[config.mk]
export PLATFORM = sky130hd
export DESIGN_NAME = led_breath_and_color_fade_pwm_unit
export DESIGN_NICKNAME = d
export VERILOG_FILES = /design/src/hdl/lbcf_pkg.sv /design/src/hdl/lbcf_core.sv /design/src/hdl/led_breath_and_color_fade_pwm_unit.sv
export VERILOG_INCLUDE_DIRS = /design/src /design/src/hdl
export SDC_FILE = /design/constraint.sdc
export NUM_CORES = 1
export LEC_CHECK = 0
export BUFFER_PORTS_ARGS = -buffer_cell sky130_fd_sc_hd__buf_2
export CAP_MARGIN = 20
export CORE_MARGIN = 10
export CORE_UTILIZATION = 50
export DETAILED_ROUTE_END_ITERATION = 7
export PLACE_DENSITY = 0.69
export SETUP_SLACK_MARGIN = 0.02
export SYNTH_ARGS = -nofsm -noshare
export SYNTH_HDL_FRONTEND = slang
export SYNTH_SLANG_ARGS = --single-unit
[constraint.sdc]
create_clock -name clk -period 3.85 [get_ports clk]
set_input_delay 0.1925 -clock clk [delete_from_list [all_inputs] [get_ports clk]]
set_output_delay 0.1925 -clock clk [all_outputs]
set_load 0.005 [all_outputs]
[src/hdl/led_breath_and_color_fade_pwm_unit_macros.svh]
// ----------------------------------------------------------------------------
// led_breath_and_color_fade_pwm_unit_macros
// Assertion macros shared by the LED PWM unit.
// ----------------------------------------------------------------------------
`ifndef LED_BREATH_AND_COLOR_FADE_PWM_UNIT_MACROS_SVH
`define LED_BREATH_AND_COLOR_FADE_PWM_UNIT_MACROS_SVH

// Same-cycle implication, disabled during reset.
`define LBCF_ASSERT_IMP(lbl, clk, rst_n, ante, cons) \
  lbl: assert property (@(posedge clk) disable iff (!(rst_n)) (ante) |-> (cons)) \
    else $error("lbcf: assertion failed");

// Next-cycle implication, disabled during reset.
`define LBCF_ASSERT_NXT(lbl, clk, rst_n, ante, cons) \
  lbl: assert property (@(posedge clk) disable iff (!(rst_n)) (ante) |=> (cons)) \
    else $error("lbcf: assertion failed");

`endif

[src/hdl/lbcf_pkg.sv]
// ----------------------------------------------------------------------------
// lbcf_pkg
// Types and constants of the LED breathing / color fade PWM unit.
// ----------------------------------------------------------------------------
package lbcf_pkg;

  localparam int CNT_W = 8;

  localparam logic [1:0] MODE_OFF    = 2'd0;
  localparam logic [1:0] MODE_BREATH = 2'd1;
  localparam logic [1:0] MODE_FADE   = 2'd2;

  localparam logic [1:0] PAIR_RG    = 2'd0;
  localparam logic [1:0] PAIR_GB    = 2'd1;
  localparam logic [1:0] PAIR_BR    = 2'd2;
  localparam logic [1:0] PAIR_SPARE = 2'd3;

  localparam logic [1:0] CFG_PERIOD = 2'd0;
  localparam logic [1:0] CFG_FLOOR  = 2'd1;
  localparam logic [1:0] CFG_ANODE  = 2'd2;

  localparam logic [7:0] PERIOD_RST = 8'd200;
  localparam logic [7:0] FLOOR_RST  = 8'd75;
  localparam logic       ANODE_RST  = 1'b1;

  typedef struct packed {
    logic [7:0] pwm_period;
    logic [7:0] breath_floor;
    logic       common_anode;
  } cfg_t;

  typedef struct packed {
    logic [1:0] requested_mode;
    logic       playing;
  } item_t;

  typedef struct packed {
    logic blue;
    logic green;
    logic red;
    logic power;
  } pins_t;

endpackage

[src/hdl/lbcf_core.sv]
// ----------------------------------------------------------------------------
// lbcf_core
// Mode, PWM counter, duty ramp and pin level state; one update per item.
// ----------------------------------------------------------------------------
`include "led_breath_and_color_fade_pwm_unit_macros.svh"

module lbcf_core (
  input  logic            clk,
  input  logic            rst_n,
  input  logic            step,
  input  lbcf_pkg::item_t item,
  input  lbcf_pkg::cfg_t  cfg,
  output lbcf_pkg::pins_t pins
);

  logic [1:0]               mode_r, mode_nxt;
  logic                     paused_r, paused_nxt;
  logic [lbcf_pkg::CNT_W-1:0] tick_r, tick_nxt;
  logic [lbcf_pkg::CNT_W-1:0] duty_r, duty_nxt;
  logic                     ramp_r, ramp_nxt;
  logic [1:0]               pair_r, pair_nxt;
  lbcf_pkg::pins_t          pins_r, pins_nxt;

  always_comb begin
    logic                       lvl_on;
    logic                       lvl_off;
    logic                       want_pause;
    logic                       from_lvl;
    logic                       to_lvl;
    logic                       wrapped;
    logic [lbcf_pkg::CNT_W-1:0] period_c;
    logic [lbcf_pkg::CNT_W-1:0] floor_c;

    mode_nxt   = mode_r;
    paused_nxt = paused_r;
    tick_nxt   = tick_r;
    duty_nxt   = duty_r;
    ramp_nxt   = ramp_r;
    pair_nxt   = pair_r;
    pins_nxt   = pins_r;
    lvl_on     = ~cfg.common_anode;
    lvl_off    = cfg.common_anode;
    want_pause = ~item.playing;
    period_c   = lbcf_pkg::CNT_W'(cfg.pwm_period);
    floor_c    = lbcf_pkg::CNT_W'(cfg.breath_floor);
    from_lvl   = 1'b0;
    to_lvl     = 1'b0;
    wrapped    = 1'b0;

    if (step) begin
      if (mode_r == item.requested_mode) begin
        case (mode_r)
          lbcf_pkg::MODE_BREATH: begin
            if (paused_r != want_pause) begin
              paused_nxt = want_pause;
              if (want_pause) begin
                pins_nxt.red   = lvl_on;
                pins_nxt.green = lvl_off;
              end else begin
                pins_nxt.red = lvl_off;
              end
            end
            if (!want_pause) begin
              tick_nxt = tick_r + 1'b1;
              if (tick_nxt == period_c) begin
                tick_nxt       = '0;
                pins_nxt.green = lvl_off;
                duty_nxt       = ramp_r ? duty_r + 1'b1 : duty_r - 1'b1;
                if (duty_nxt == period_c) begin
                  ramp_nxt = 1'b0;
                end else if (duty_nxt == floor_c) begin
                  ramp_nxt = 1'b1;
                end
              end
              if (tick_nxt == duty_nxt) begin
                pins_nxt.green = lvl_on;
              end
            end
          end
          lbcf_pkg::MODE_FADE: begin
            paused_nxt = want_pause;
            if (want_pause) begin
              pins_nxt.green = lvl_off;
              pins_nxt.blue  = lvl_off;
              pins_nxt.red   = lvl_on;
            end else if (pair_r != lbcf_pkg::PAIR_SPARE) begin
              case (pair_r)
                lbcf_pkg::PAIR_RG: begin from_lvl = pins_r.red;   to_lvl = pins_r.green; end
                lbcf_pkg::PAIR_GB: begin from_lvl = pins_r.green; to_lvl = pins_r.blue;  end
                default:           begin from_lvl = pins_r.blue;  to_lvl = pins_r.red;   end
              endcase
              tick_nxt = tick_r + 1'b1;
              if (tick_nxt == period_c) begin
                tick_nxt = '0;
                from_lvl = lvl_off;
                to_lvl   = lvl_on;
                duty_nxt = ramp_r ? duty_r + 1'b1 : duty_r - 1'b1;
                if (duty_nxt == period_c) begin
                  ramp_nxt = 1'b1;
                  duty_nxt = '0;
                  wrapped  = 1'b1;
                  pair_nxt = (pair_r == lbcf_pkg::PAIR_BR) ? lbcf_pkg::PAIR_RG
                                                           : pair_r + 1'b1;
                end else if (duty_nxt == lbcf_pkg::CNT_W'(1)) begin
                  ramp_nxt = 1'b1;
                end
              end
              if (!wrapped && tick_nxt == duty_nxt) begin
                from_lvl = lvl_on;
                to_lvl   = lvl_off;
              end
              case (pair_r)
                lbcf_pkg::PAIR_RG: begin pins_nxt.red   = from_lvl; pins_nxt.green = to_lvl; end
                lbcf_pkg::PAIR_GB: begin pins_nxt.green = from_lvl; pins_nxt.blue  = to_lvl; end
                default:           begin pins_nxt.blue  = from_lvl; pins_nxt.red   = to_lvl; end
              endcase
            end
          end
          default: ;
        endcase
      end else begin
        mode_nxt = item.requested_mode;
        case (item.requested_mode)
          lbcf_pkg::MODE_OFF: begin
            pins_nxt.power = ~cfg.common_anode;
            pins_nxt.red   = lvl_off;
            pins_nxt.green = lvl_off;
            pins_nxt.blue  = lvl_off;
          end
          lbcf_pkg::MODE_BREATH: begin
            tick_nxt       = '0;
            ramp_nxt       = 1'b1;
            duty_nxt       = '0;
            pins_nxt.power = cfg.common_anode;
            if (!item.playing) begin
              pins_nxt.green = lvl_off;
              pins_nxt.blue  = lvl_off;
              pins_nxt.red   = lvl_on;
            end
          end
          lbcf_pkg::MODE_FADE: begin
            pins_nxt.power = cfg.common_anode;
            tick_nxt       = '0;
            ramp_nxt       = 1'b1;
            duty_nxt       = '0;
            pair_nxt       = lbcf_pkg::PAIR_RG;
          end
          default: ;
        endcase
      end
    end
  end

  always_ff @(posedge clk) begin
    if (!rst_n) begin
      mode_r   <= lbcf_pkg::MODE_BREATH;
      paused_r <= 1'b1;
      tick_r   <= '0;
      duty_r   <= '0;
      ramp_r   <= 1'b1;
      pair_r   <= lbcf_pkg::PAIR_RG;
      pins_r   <= '{blue: lbcf_pkg::ANODE_RST, green: lbcf_pkg::ANODE_RST,
                    red: ~lbcf_pkg::ANODE_RST, power: lbcf_pkg::ANODE_RST};
    end else begin
      mode_r   <= mode_nxt;
      paused_r <= paused_nxt;
      tick_r   <= tick_nxt;
      duty_r   <= duty_nxt;
      ramp_r   <= ramp_nxt;
      pair_r   <= pair_nxt;
      pins_r   <= pins_nxt;
    end
  end

  assign pins = pins_r;

  `LBCF_ASSERT_NXT(a_off_entry_power, clk, rst_n,
    step && item.requested_mode == lbcf_pkg::MODE_OFF && mode_r != lbcf_pkg::MODE_OFF,
    pins_r.power == !$past(cfg.common_anode))
  `LBCF_ASSERT_NXT(a_idle_holds, clk, rst_n, !step,
    $stable(pins_r) && $stable(tick_r) && $stable(duty_r) && $stable(mode_r))
  `LBCF_ASSERT_NXT(a_entry_clears_tick, clk, rst_n,
    step && item.requested_mode != mode_r &&
    (item.requested_mode == lbcf_pkg::MODE_BREATH || item.requested_mode == lbcf_pkg::MODE_FADE),
    tick_r == '0 && duty_r == '0 && ramp_r)
  `LBCF_ASSERT_IMP(a_pair_valid, clk, rst_n, 1'b1, pair_r != lbcf_pkg::PAIR_SPARE)

endmodule

[src/hdl/led_breath_and_color_fade_pwm_unit.sv]
// ----------------------------------------------------------------------------
// led_breath_and_color_fade_pwm_unit
// Software-style PWM for an RGB LED: off, green breathing and color fade.
// ----------------------------------------------------------------------------
// Usage:
//   Input channel in_*: one item per timer tick, carrying the requested mode
//   and the playing flag. Result channel out_*: the four pin levels after
//   that tick, one result per item.
//   Configuration port cfg_*: index 0 PWM period, 1 breathing floor,
//   2 common anode polarity; write only while no item is in flight.
//   Latency: a result is valid the cycle after its item is accepted.
//   Throughput: one item per cycle; the tick counter, duty compare and pin
//   update are a single compare/increment stage feeding the pin registers.
//   The pin registers are the result register. in_tready is high while the
//   result slot is empty or being taken, so a stalled receiver holds the
//   result and stops new items until out_tready returns.
//   Reset: breathing mode, paused (red lit), counters cleared, registers at
//   period 200, floor 75, common anode.
// ----------------------------------------------------------------------------
`include "led_breath_and_color_fade_pwm_unit_macros.svh"

module led_breath_and_color_fade_pwm_unit (
  input  logic       clk,
  input  logic       rst_n,
  input  logic       in_tvalid,
  output logic       in_tready,
  input  logic [7:0] in_tdata,   // [1:0] requested_mode, [2] playing
  output logic       out_tvalid,
  input  logic       out_tready,
  output logic [7:0] out_tdata,  // [0] power_pin, [1] red_pin, [2] green_pin, [3] blue_pin
  input  logic       cfg_we,
  input  logic [1:0] cfg_index,
  input  logic [7:0] cfg_wdata
);

  lbcf_pkg::cfg_t  cfg_r;
  lbcf_pkg::item_t item;
  lbcf_pkg::pins_t pins;
  logic            out_valid_r;
  logic            step;

  assign in_tready = !out_valid_r || out_tready;
  assign step      = in_tvalid && in_tready;
  assign item      = '{requested_mode: in_tdata[1:0], playing: in_tdata[2]};

  always_ff @(posedge clk) begin
    if (!rst_n) begin
      cfg_r <= '{pwm_period: lbcf_pkg::PERIOD_RST, breath_floor: lbcf_pkg::FLOOR_RST,
                 common_anode: lbcf_pkg::ANODE_RST};
    end else if (cfg_we) begin
      case (cfg_index)
        lbcf_pkg::CFG_PERIOD: cfg_r.pwm_period   <= cfg_wdata;
        lbcf_pkg::CFG_FLOOR:  cfg_r.breath_floor <= cfg_wdata;
        lbcf_pkg::CFG_ANODE:  cfg_r.common_anode <= cfg_wdata[0];
        default: ;
      endcase
    end
  end

  always_ff @(posedge clk) begin
    if (!rst_n) begin
      out_valid_r <= 1'b0;
    end else if (step) begin
      out_valid_r <= 1'b1;
    end else if (out_tready) begin
      out_valid_r <= 1'b0;
    end
  end

  lbcf_core u_core (
    .clk   (clk),
    .rst_n (rst_n),
    .step  (step),
    .item  (item),
    .cfg   (cfg_r),
    .pins  (pins)
  );

  assign out_tvalid = out_valid_r;
  assign out_tdata  = {4'b0, pins.blue, pins.green, pins.red, pins.power};

  `LBCF_ASSERT_NXT(a_item_gives_result, clk, rst_n, step, out_tvalid)
  `LBCF_ASSERT_IMP(a_ready_when_empty, clk, rst_n, !out_valid_r, in_tready)
  `LBCF_ASSERT_NXT(a_cfg_period_write, clk, rst_n,
    cfg_we && cfg_index == lbcf_pkg::CFG_PERIOD,
    cfg_r.pwm_period == $past(cfg_wdata))

endmodule

==> metrics <==
placed insts=526; die width=103 µm; critical-path cell list=inv_1 > ha_1 > nand2_1 > o31a_1 > xnor2_1 > xnor2_1 > and4_1 > nor4_1 > nand2b_1 > o41ai_2 > a311oi_1 > o311ai_1; Overall Global Routing Usage=0.158; slowest stage delay, CP=0.43 ns; worst ir drop on vdd=0.181 mV; FP Rows=30; dpl ws=0.417 ns; DRT iter0 DRCs=250; Synth Flop Type=dfxtp_1; drt drc=0; final instance area=0.00373 mm²; CTS tree=done; core area=0.00676 mm²; Worst Setup End Kind=flip-flop; total wire length=8.14 mm; EDFF count, synth=0; Ports=33; CTS resizes=0; TritonCTS Buffers=5; R2R depth=12; HP Class=input port to flip-flop; sequential element share of the synthesized area=0.254; Slew Viols, Final=0; Syn Inst Count=437; Layout area overhead=7.38%; maximum clock rate=286 MHz; fin crit period=3.50 ns; Final nets=489; worst endpoint required time=4.06 ns; WS Path Type=flip-flop to flip-flop; pwr/cell area=258 mW/mm²; GPL Wtd Cong=0.897; Multi-input gate area=0.00242 mm²; Buf/Inv on CP=1; startpoint types=flip-flop; antenna cells=0; CP max-delay cell=ha_1; RSZ-0062 raised after global routing=no; fill count=638; critical path depth=12; worst clock skew=0.0121 ns; Port Buffer Count=23; cell family with most CP delay=compound AO/OA/AOI/OAI gates; Distinct cells, synth=65; leak pwr=0.00152 µW; Vert. Die Dim=103 µm; Starting Density=0.514; antenna violations before repair=0; GR Overflow Total=0; Max Root-Sink Buffers=2; share of the synthesized area in the top cell type=0.254; Syn Area/Cell=7.95 µm²; DP Wirelength=6.26 mm; first-pass GRT wire length=13.8 mm; post-CTS setup buffers=0; total area of sequential cells=881 µm²; Slew headroom=0.505; Crit path top cell by count=xnor2_1; actual slew at the worst max-slew pin=0.742 ns; Post-synth ARST share=0; fin worst setup slack=0.350 ns; Setup TNS=0 ns; share of layout cells above drive strength 1=0.0947; Die Area=0.0107 mm²; vias in the first global route=2865; Max-cap violations=0; fin cells=534; YS warnings=0; via count=3054; WL/cell=15.3 µm; H-tree depth=2; Final Setup Violations=0; #FFs+latches synth=44; Yosys top cell by area=dfxtp_1; Post-CTS Hold Fix Bufs=0; Final Power=963 µW; CTS clk-pin slew, worst paths=0.08 ns; Area contributors post-synth=dfxtp_1 25%, xnor2_1 7.1%, mux2i_1 5.5%; Final Hold Viols=0; synthesized area=0.00347 mm²; largest net degree at the start of global routing=47; later-pin clock latency in the skew report=0.31 ns; area post-placement=0.00364 mm²; vias per std cell=5.72; status=completed; clk sinks=44; Worst Hold Depth=3; crit path DAT=3.71 ns; clk root buf=clkbuf_8; TritonRoute pass-1 iters=4; Final period util=0.909; Max FO, Critical Path=10; Routed Antenna Nets=0
==> cell families after synthesis <==
| group | count (synthesis) | share of synthesized area |
|---|---|---|
| and+or+nand+nor | 170 | 0.256 |
| AOI/OAI and AO/OA | 102 | 0.195 |
| xor gates and xnor gates | 48 | 0.137 |
| DFF | 44 | 0.254 |
| buffers and inverters | 40 | 0.0530 |
| muxes | 19 | 0.0548 |
| adders and majority gates | 13 | 0.0490 |
| other | 1 | 0.00108 |
==> worst paths after layout <==
| path | startpoint | end | slack (ns) |
|---|---|---|---|
| worst max-delay path | u_core.ramp_r$_SDFFE_PN1P_ | u_core.pins[3]$_SDFFE_PN1P_ | 0.35 |
| worst min-delay path | cfg_wdata[3] | cfg_r[4]$_SDFFE_PN1P_ | 0.12 |
| worst max register to register | u_core.ramp_r$_SDFFE_PN1P_ | u_core.pins[3]$_SDFFE_PN1P_ | 0.35 |
| worst min register to register | u_core.pins[0]$_SDFFE_PN1P_ | u_core.pins[0]$_SDFFE_PN1P_ | 0.48 |
==> power by group <==
| part | switching [µW] | internal [µW] | leakage [µW] |
|---|---|---|---|
| Clock | 168 | 146 | 0.0000445 |
| Sequential | 16.0 | 468 | 0.000358 |
| Combinational | 95.4 | 69.7 | 0.00112 |
==> per-layer routing <==
metal,global-route usage,routed length (µm)
met3,0.0219,507
met2,0.242,3660
met4,0.0449,110
met1,0.225,3870
met5,0,0
==> synthesized netlist by cell type (3+ instances only) <==
library cell / instances
o21a_1: 4
nor3_1: 9
and2_1: 8
nand2_1: 44
nor2_1: 30
o221ai_1: 3
xor2_1: 16
nand3_1: 11
mux2i_1: 19
ha_1: 12
xnor2_1: 28
a21oi_1: 19
buf_2: 3
a22oi_1: 7
a31oi_1: 8
a21boi_0: 7
nand4_1: 8
nand3b_1: 3
clkbuf_1: 16
xnor3_1: 3
nand2b_1: 11
nor4_1: 3
dfxtp_1: 44
o31a_1: 3
buf_4: 4
o21ai_0: 27
and3_1: 4
nor2b_1: 25
inv_1: 14
==> cell usage in the layout (no fill, tap or decap), drive strengths merged, types with 7 or more instances in the layout <==
cell type,Yosys,routed
a21boi,7,7
a21oi,19,19
a22oi,7,7
a31oi,8,8
and2,9,9
buf,10,32
clkbuf,16,7
dfxtp,44,44
ha,12,12
inv,14,14
mux2i,19,19
nand2,44,44
nand2b,11,11
nand3,11,11
nand4,8,8
nor2,30,30
nor2b,25,25
nor3,9,9
o21ai,28,28
xnor2,28,28
xor2,16,16
==> metrics by stage <==
stage	hold slack, ns	util
final	0.120	0.552
after global routing	0.122	0.552
after CTS	0.117	0.552
after detailed placement	0.427	0.538
after global placement	0.417	0.538
after floorplan	0.318	-
==> flip-flops by register name, summed over array words and instances (netlist names) <==
signal           flops
cfg_r               17
u_core.duty_r        8
u_core.tick_r        8
u_core.pins          4
u_core.mode_r        2
u_core.pair_r        2
out_tvalid           1
u_core.paused_r      1
u_core.ramp_r        1
==> cell type report <==
type / count / area share
clock buffers: 7 / 0.0231
clock inverters: 1 / 0.00201
inverters: 14 / 0.0141
multi-input cells: 356 / 0.649
flip-flops and latches: 44 / 0.236
well taps: 80 / 0.0268
repair buffers: 32 / 0.0490
==> worst min-delay path, delay by kind of cell <==
kind,cells,cell delay (ns)
mux,1,0.06
simple gates,1,0.06
buf+inv,1,0.09
Note: power is estimated with default switching activity, not from simulation.
